**src/sv/twq_pkg.sv**
```systemverilog
// twq_pkg: sizes, request and result codes and shared types of the timed wait queue
// used by twq_cell, timed_wait_queue_core and twq_checker
`timescale 1ns / 1ps

package twq_pkg;

    localparam int QUEUE_DEPTH = 16;
    localparam int IDX_W       = (QUEUE_DEPTH > 1) ? $clog2(QUEUE_DEPTH) : 1;
    localparam int CNT_W       = $clog2(QUEUE_DEPTH + 1);

    localparam int KIND_W  = 3;
    localparam int ID_W    = 16;
    localparam int TICK_W  = 16;
    localparam int COUNT_W = 5;

    // request codes
    localparam logic [KIND_W-1:0] REQ_APPEND = 3'd0;
    localparam logic [KIND_W-1:0] REQ_REMOVE = 3'd1;
    localparam logic [KIND_W-1:0] REQ_LOOKUP = 3'd2;
    localparam logic [KIND_W-1:0] REQ_OLDEST = 3'd3;
    localparam logic [KIND_W-1:0] REQ_TICK   = 3'd4;

    // result codes
    localparam logic [KIND_W-1:0] RES_APPENDED  = 3'd0;
    localparam logic [KIND_W-1:0] RES_FULL      = 3'd1;
    localparam logic [KIND_W-1:0] RES_FOUND     = 3'd2;
    localparam logic [KIND_W-1:0] RES_NOT_FOUND = 3'd3;
    localparam logic [KIND_W-1:0] RES_RELEASED  = 3'd4;
    localparam logic [KIND_W-1:0] RES_TICK_DONE = 3'd5;

    typedef struct packed {
        logic [ID_W-1:0]   id;
        logic [TICK_W-1:0] timer;
    } t_entry;

    typedef struct packed {
        logic   shift;
        logic   wr_sel;
        t_entry wr_data;
    } t_cell_ctl;

endpackage

```
**src/sv/timed_wait_queue_core.sv**
```systemverilog
// timed_wait_queue_core: top level of the timed wait queue, sequencer and slot chain
// depends on twq_pkg and twq_cell
`timescale 1ns / 1ps

// Usage
// Input channel: i_in_valid / o_in_stall carry one request (kind, thread id, wait ticks).
// Output channel: o_out_valid / i_out_stall carry results; o_last marks the final
// result of a request. Requests are handled one at a time; o_in_stall is high while
// one is in progress. Kinds 5 to 7 are taken and dropped with no result.
// Append: the result is registered in the append state once the output register is free.
// Remove by id, look up, remove oldest and tick: the slot chain shifts one entry
// past the head per cycle, except while a release waits for the output register,
// and the final result is registered in the done state after the pass. Kept entries re-enter behind the
// unvisited ones, so the queue is packed again when the pass ends.
// The next request can be taken while the final result of the previous one is on the output.
// A tick emits one released result per expired entry during the pass, then the
// tick done result with the count.
// A stalled output holds its result; the pass waits whenever it must emit while
// the output register is still occupied.
// Reset empties the queue and clears the output valid flag; slot contents are not
// cleared, occupancy alone says which slots hold entries.

module timed_wait_queue_core (
    input  logic                        i_clk,
    input  logic                        i_rst_n,
    input  logic                        i_in_valid,
    output logic                        o_in_stall,
    input  logic [twq_pkg::KIND_W-1:0]  i_kind,
    input  logic [twq_pkg::ID_W-1:0]    i_thread_id,
    input  logic [twq_pkg::TICK_W-1:0]  i_wait_ticks,
    output logic                        o_out_valid,
    input  logic                        i_out_stall,
    output logic [twq_pkg::KIND_W-1:0]  o_result_kind,
    output logic [twq_pkg::ID_W-1:0]    o_thread_id_res,
    output logic [twq_pkg::COUNT_W-1:0] o_release_count,
    output logic                        o_last
);

    localparam logic [1:0] S_IDLE   = 2'd0;
    localparam logic [1:0] S_APPEND = 2'd1;
    localparam logic [1:0] S_SWEEP  = 2'd2;
    localparam logic [1:0] S_DONE   = 2'd3;

    logic [1:0] r_state, n_state;
    logic [twq_pkg::KIND_W-1:0] r_kind, n_kind;
    logic [twq_pkg::ID_W-1:0]   r_id, n_id;
    logic [twq_pkg::TICK_W-1:0] r_ticks, n_ticks;
    logic [twq_pkg::ID_W-1:0]   r_res_id, n_res_id;
    logic [twq_pkg::CNT_W-1:0]  r_occ, n_occ;
    logic [twq_pkg::CNT_W-1:0]  r_rem, n_rem;
    logic [twq_pkg::CNT_W-1:0]  r_kept, n_kept;
    logic [twq_pkg::CNT_W-1:0]  r_count, n_count;
    logic                       r_hit, n_hit;

    logic                          r_out_valid, n_out_valid;
    logic [twq_pkg::KIND_W-1:0]    r_out_kind, n_out_kind;
    logic [twq_pkg::ID_W-1:0]      r_out_id, n_out_id;
    logic [twq_pkg::COUNT_W-1:0]   r_out_count, n_out_count;
    logic                          r_out_last, n_out_last;

    logic                      w_accept;
    logic                      w_out_free;
    logic                      w_shift;
    logic                      w_wr_en;
    logic [twq_pkg::IDX_W-1:0] w_wr_idx;
    twq_pkg::t_entry           w_wr_data;
    twq_pkg::t_entry           w_head;
    logic [twq_pkg::CNT_W-1:0] w_tail_pos;
    logic                      w_match;
    logic                      w_drop;
    logic                      w_release;
    logic [twq_pkg::TICK_W-1:0] w_new_timer;

    twq_pkg::t_cell_ctl w_ctl   [twq_pkg::QUEUE_DEPTH];
    twq_pkg::t_entry    w_entry [twq_pkg::QUEUE_DEPTH];
    twq_pkg::t_entry    w_next  [twq_pkg::QUEUE_DEPTH];

    assign o_in_stall = (r_state != S_IDLE);
    assign w_accept   = i_in_valid && (r_state == S_IDLE);
    assign w_out_free = !r_out_valid || !i_out_stall;
    assign w_head     = w_entry[0];
    // slot behind the unvisited entries and the ones already kept, after this shift
    assign w_tail_pos = r_rem - 1'b1 + r_kept;

    // what the pass does with the head entry
    always_comb begin
        w_match     = 1'b0;
        w_release   = 1'b0;
        w_new_timer = w_head.timer;
        unique case (r_kind)
            twq_pkg::REQ_REMOVE,
            twq_pkg::REQ_LOOKUP: w_match = !r_hit && (w_head.id == r_id);
            twq_pkg::REQ_OLDEST: w_match = !r_hit;
            twq_pkg::REQ_TICK: begin
                if (w_head.timer != '0) begin
                    w_new_timer = w_head.timer - 1'b1;
                end
                w_release = (w_head.timer == twq_pkg::TICK_W'(1));
            end
            default: ;
        endcase
        w_drop = w_release ||
                 (w_match && ((r_kind == twq_pkg::REQ_REMOVE) ||
                              (r_kind == twq_pkg::REQ_OLDEST)));
    end

    always_comb begin
        n_state     = r_state;
        n_kind      = r_kind;
        n_id        = r_id;
        n_ticks     = r_ticks;
        n_res_id    = r_res_id;
        n_occ       = r_occ;
        n_rem       = r_rem;
        n_kept      = r_kept;
        n_count     = r_count;
        n_hit       = r_hit;
        n_out_valid = r_out_valid && i_out_stall;
        n_out_kind  = r_out_kind;
        n_out_id    = r_out_id;
        n_out_count = r_out_count;
        n_out_last  = r_out_last;
        w_shift     = 1'b0;
        w_wr_en     = 1'b0;
        w_wr_idx    = w_tail_pos[twq_pkg::IDX_W-1:0];
        w_wr_data   = '{id: w_head.id, timer: w_new_timer};

        unique case (r_state)
            S_IDLE: begin
                if (w_accept) begin
                    n_kind  = i_kind;
                    n_id    = i_thread_id;
                    n_ticks = i_wait_ticks;
                    n_rem   = r_occ;
                    n_kept  = '0;
                    n_count = '0;
                    n_hit   = 1'b0;
                    priority if (i_kind == twq_pkg::REQ_APPEND) begin
                        n_state = S_APPEND;
                    end else if ((i_kind == twq_pkg::REQ_REMOVE) ||
                                 (i_kind == twq_pkg::REQ_LOOKUP) ||
                                 (i_kind == twq_pkg::REQ_OLDEST) ||
                                 (i_kind == twq_pkg::REQ_TICK)) begin
                        n_state = S_SWEEP;
                    end else begin
                        n_state = S_IDLE;
                    end
                end
            end
            S_APPEND: begin
                if (w_out_free) begin
                    n_out_valid = 1'b1;
                    n_out_id    = r_id;
                    n_out_count = '0;
                    n_out_last  = 1'b1;
                    if (r_occ == twq_pkg::CNT_W'(twq_pkg::QUEUE_DEPTH)) begin
                        n_out_kind = twq_pkg::RES_FULL;
                    end else begin
                        n_out_kind = twq_pkg::RES_APPENDED;
                        w_wr_en    = 1'b1;
                        w_wr_idx   = r_occ[twq_pkg::IDX_W-1:0];
                        w_wr_data  = '{id: r_id, timer: r_ticks};
                        n_occ      = r_occ + 1'b1;
                    end
                    n_state = S_IDLE;
                end
            end
            S_SWEEP: begin
                if (r_rem == '0) begin
                    n_state = S_DONE;
                end else if (!w_release || w_out_free) begin
                    w_shift = 1'b1;
                    w_wr_en = !w_drop;
                    n_rem   = r_rem - 1'b1;
                    n_kept  = r_kept + twq_pkg::CNT_W'(!w_drop);
                    n_count = r_count + twq_pkg::CNT_W'(w_release);
                    if (w_match) begin
                        n_hit    = 1'b1;
                        n_res_id = w_head.id;
                    end
                    if (w_release) begin
                        n_out_valid = 1'b1;
                        n_out_kind  = twq_pkg::RES_RELEASED;
                        n_out_id    = w_head.id;
                        n_out_count = '0;
                        n_out_last  = 1'b0;
                    end
                end
            end
            S_DONE: begin
                if (w_out_free) begin
                    n_occ       = r_kept;
                    n_out_valid = 1'b1;
                    n_out_last  = 1'b1;
                    n_out_count = '0;
                    priority if (r_kind == twq_pkg::REQ_TICK) begin
                        n_out_kind  = twq_pkg::RES_TICK_DONE;
                        n_out_id    = '0;
                        n_out_count = twq_pkg::COUNT_W'(r_count);
                    end else if (r_hit) begin
                        n_out_kind = twq_pkg::RES_FOUND;
                        n_out_id   = r_res_id;
                    end else begin
                        n_out_kind = twq_pkg::RES_NOT_FOUND;
                        n_out_id   = '0;
                    end
                    n_state = S_IDLE;
                end
            end
            default: n_state = S_IDLE;
        endcase
    end

    always_ff @(posedge i_clk) begin
        if (!i_rst_n) begin
            r_state     <= S_IDLE;
            r_occ       <= '0;
            r_rem       <= '0;
            r_kept      <= '0;
            r_count     <= '0;
            r_hit       <= 1'b0;
            r_out_valid <= 1'b0;
        end else begin
            r_state     <= n_state;
            r_occ       <= n_occ;
            r_rem       <= n_rem;
            r_kept      <= n_kept;
            r_count     <= n_count;
            r_hit       <= n_hit;
            r_out_valid <= n_out_valid;
        end
    end

    always_ff @(posedge i_clk) begin
        r_kind      <= n_kind;
        r_id        <= n_id;
        r_ticks     <= n_ticks;
        r_res_id    <= n_res_id;
        r_out_kind  <= n_out_kind;
        r_out_id    <= n_out_id;
        r_out_count <= n_out_count;
        r_out_last  <= n_out_last;
    end

    // slot chain: slot i loads from slot i+1 on a shift
    for (genvar g = 0; g < twq_pkg::QUEUE_DEPTH; g++) begin : g_cell
        assign w_ctl[g].shift   = w_shift;
        assign w_ctl[g].wr_sel  = w_wr_en && (w_wr_idx == twq_pkg::IDX_W'(g));
        assign w_ctl[g].wr_data = w_wr_data;

        if (g == twq_pkg::QUEUE_DEPTH - 1) begin : g_tail
            assign w_next[g] = '0;
        end else begin : g_link
            assign w_next[g] = w_entry[g+1];
        end

        twq_cell u_cell (
            .i_clk   (i_clk),
            .i_ctl   (w_ctl[g]),
            .i_next  (w_next[g]),
            .o_entry (w_entry[g])
        );
    end

    assign o_out_valid     = r_out_valid;
    assign o_result_kind   = r_out_kind;
    assign o_thread_id_res = r_out_id;
    assign o_release_count = r_out_count;
    assign o_last          = r_out_last;

endmodule

```
**src/sv/twq_cell.sv**
```systemverilog
// twq_cell: one queue slot, loads from the next slot on a shift or takes a direct write
// depends on twq_pkg
`timescale 1ns / 1ps

module twq_cell (
    input  logic               i_clk,
    input  twq_pkg::t_cell_ctl i_ctl,
    input  twq_pkg::t_entry    i_next,
    output twq_pkg::t_entry    o_entry
);

    twq_pkg::t_entry r_entry;

    // a direct write wins over the shift from the neighbor
    always_ff @(posedge i_clk) begin
        if (i_ctl.wr_sel) begin
            r_entry <= i_ctl.wr_data;
        end else if (i_ctl.shift) begin
            r_entry <= i_next;
        end
    end

    assign o_entry = r_entry;

endmodule

```
**config.mk**
```make
export PLATFORM = sky130hd
export DESIGN_NAME = timed_wait_queue_core
export DESIGN_NICKNAME = d
export VERILOG_FILES = /design/src/sv/twq_pkg.sv /design/src/sv/timed_wait_queue_core.sv /design/src/sv/twq_cell.sv
export SDC_FILE = /design/constraint.sdc
export NUM_CORES = 1
export LEC_CHECK = 0
export ABC_AREA = 1
export BUFFER_PORTS_ARGS = -buffer_cell sky130_fd_sc_hd__buf_2
export CAP_MARGIN = 30
export CORE_MARGIN = 5
export CORE_UTILIZATION = 55
export DETAILED_ROUTE_END_ITERATION = 8
export PLACE_DENSITY_LB_ADDON = 0.15
export SLEW_MARGIN = 30
export SYNTH_ARGS = -nofsm -noshare
export SYNTH_HDL_FRONTEND = slang
export SYNTH_SLANG_ARGS = --single-unit
```
**constraint.sdc**
```tcl
create_clock -name i_clk -period 3.55 [get_ports i_clk]
set_input_delay 0.71 -clock i_clk [delete_from_list [all_inputs] [get_ports i_clk]]
set_output_delay 0.71 -clock i_clk [all_outputs]
set_load 0.005 [all_outputs]
```
==> results.json <==
{
  "outcome": "complete, no violations",
  "final_cells": 3664,
  "grt_usage": 0.271,
  "skew_ns": 0.0176,
  "gp_congestion": 0.898,
  "clock.fmax_mhz": 321,
  "fin_crit_ns": 3.12,
  "endpoint_kind": "flip-flop",
  "gr-max-usage-layer": "met2",
  "cts_setup_buffers": 0,
  "diodes": 0,
  "crit_fanout": 32,
  "start_util": 0.556,
  "synth_cell_types": 47,
  "ctsHoldBuffers": 0,
  "worstSetupPathType": "reg -> reg",
  "grt_pass1_wl_um": 122000,
  "drtPass1Iterations": 5,
  "grt_max_degree": 126,
  "tightest_slew_ns": 1.06,
  "yosysTopAreaCell": "edfxtp_1",
  "grt_pass1_vias": 20801,
  "powerDensity_nw_per_um2": 931,
  "dpl_cell_area_um2": 30100,
  "fp.coreArea_um2": 52800,
  "final_hold_viol_count": 0,
  "vias": 22307,
  "ir_drop_mv": 0.522,
  "maxSlewViolCount": 0,
  "root_buffer": "clkbuf_16",
  "cts_tree": "built",
  "wl_per_cell_um": 21.7,
  "die_width_um": 241,
  "rsz0062_at_grt": "no",
  "cts.path.max_buffers": 3,
  "yosysMostFrequentCell": "nand2_1",
  "ys_seq_elements": 612,
  "die_h_um": 241,
  "synth_top_area_frac": 0.601,
  "postSynthCellCount": 2952,
  "gr-usage-met3": 0.0454,
  "tns_ns": 0,
  "cp-start-kind": "flip-flop",
  "yosysSeqAreaShare": 0.618,
  "synth_flop_cell": "edfxtp_1",
  "met1_usage": 0.395,
  "finalSetupViolCount": 0,
  "syn-mean-instance-area_um2": 9.95,
  "fin_area_um2": 32200,
  "ys_async_sr_fraction": 0,
  "drc": 0,
  "cp.arrival_ns": 3.36,
  "cts-resized-gates": 0,
  "fin_crit_sh": 0.879,
  "antenna_left": 0,
  "numCtsBuffers": 67,
  "cts_num_sinks": 612,
  "fin_nets": 2983,
  "synth_area_um2": 29400,
  "drv_cap": 0,
  "leakagePower_nw": 13.2,
  "place_hpwl_um": 49700,
  "viasPerCell": 6.09,
  "min-delay-path-class": "in -> reg",
  "synth_warnings": 0,
  "antenna_found_initial": 0,
  "met2_usage": 0.421,
  "overflow": 0,
  "drive_gt1_frac": 0.111,
  "drt-initial-drc-count": 2813,
  "boundaryPins": 66,
  "drt_wl_total_um": 79700,
  "numPlacedInstances": 3545,
  "cp_data_required_time_ns": 3.79,
  "synthTopCellsByArea": "edfxtp_1 60%, nand2_1 14%, nand4_1 10%",
  "num_rows": 84,
  "synth_common_cells": "1118 x nand2_1, 588 x edfxtp_1, 486 x nand4_1, 145 x buf_2, 114 x inv_1",
  "synth_edf_count": 588,
  "portBuffers": 65,
  "area_growth_syn_to_layout_pct": 9.73,
  "slew-limit-headroom": 0.293,
  "syn_nets": 3009,
  "cts_max_level": 3,
  "fin_hold_ws_ns": 0.294,
  "clkLatencyLatePin_ns": 0.60,
  "clkTransAtPathRegs_ns": 0.06,
  "dieArea_um2": 58100
}
==> flip-flops by register name (all words and copies together), names as in the netlist, 2 cells and up <==
signal,cells
r_ticks,16
r_count,5
r_rem,5
o_thread_id_res,16
r_kind,3
r_res_id,16
g_cell.u_cell.o_entry,512
o_result_kind,3
r_state,2
r_kept,5
r_id,16
r_occ,5
o_release_count,5
==> layer usage <==
layer	up-vias	wire, um
li1	10349	-
met1	10692	33200
met2	1102	36800
met3	164	6990
met4	0	2690
met5	-	0
==> through the flow <==
stage	power [mW]	util	worst slack [ns]
after CTS	29.9	0.611	0.429
after global routing	31.5	0.611	0.223
after detailed placement	23.2	0.571	0.396
after floorplan	19.3	-	0.220
final	30.0	0.611	0.430
after global placement	23.0	0.571	0.428
==> logic make-up after synthesis <==
kind of cell,count (synthesis),share of synthesized area
and+or+nand+nor,1815,0.288
buffers and inverters,384,0.0581
AOI/OAI and AO/OA,106,0.0229
DFF,612,0.618
adders and majority gates,18,0.00793
xor gates and xnor gates,17,0.00507
==> power by group <==
part | switching (mW) | total, mW | leakage [nW] | internal, mW
logic | 8.92 | 11.3 | 6.53 | 2.33
registers | 0.868 | 12.0 | 5.61 | 11.2
clock network | 2.81 | 6.73 | 1.03 | 3.92
==> area by class of cell <==
class | count | area [um^2]
clock inverters | 36 | 265
well taps | 688 | 861
repair buffers | 161 | 1110
clock buffers | 83 | 1820
fillers | 4371 | 20500
inverters | 128 | 480
multi-input cells | 1956 | 9540
flip-flops and latches | 612 | 18100
==> worst max-delay path, cell delays in order (launching register included) <==
cell and delay [ns]:
dfxtp_1 0.34, inv_1 0.10, ha_1 0.35, inv_1 0.06
ha_1 0.27, a21o_1 0.17, nand2_1 0.06, nand2_1 0.06
inv_1 0.05, nand2_1 0.05, nand2_1 0.09, nand2_2 0.11
nand2_1 0.13, nand2_2 0.19, nor2_4 0.16, nand3_2 0.09
nand2_1 0.09, buf_4 0.39
==> final timing paths <==
path | from | endpoint | slack [ns] | cells past startpoint
worst max-delay path | r_rem[0]$_SDFFE_PN0P_ | g_cell[6].u_cell.o_entry[9]$_DFFE_PP_ | 0.43 | 17
worst min register to register | g_cell[0].u_cell.o_entry[31]$_DFFE_PP_ | r_res_id[15]$_DFFE_PP_ | 0.48 | 0
worst min-delay path | i_thread_id[2] | r_id[2]$_DFFE_PP_ | 0.29 | 1
worst max register to register | r_rem[0]$_SDFFE_PN0P_ | g_cell[6].u_cell.o_entry[9]$_DFFE_PP_ | 0.43 | 17
==> layout by cell type (no fill, tap or decap), drive strengths merged, types with 32 or more instances in the layout <==
master     n
clkinv    32
o21ai     49
inv      128
nand4    488
nand2   1131
edfxtp   588
nor2     105
clkbuf    83
buf      161
nand3     76
Power figures use the tool's default switching activity.
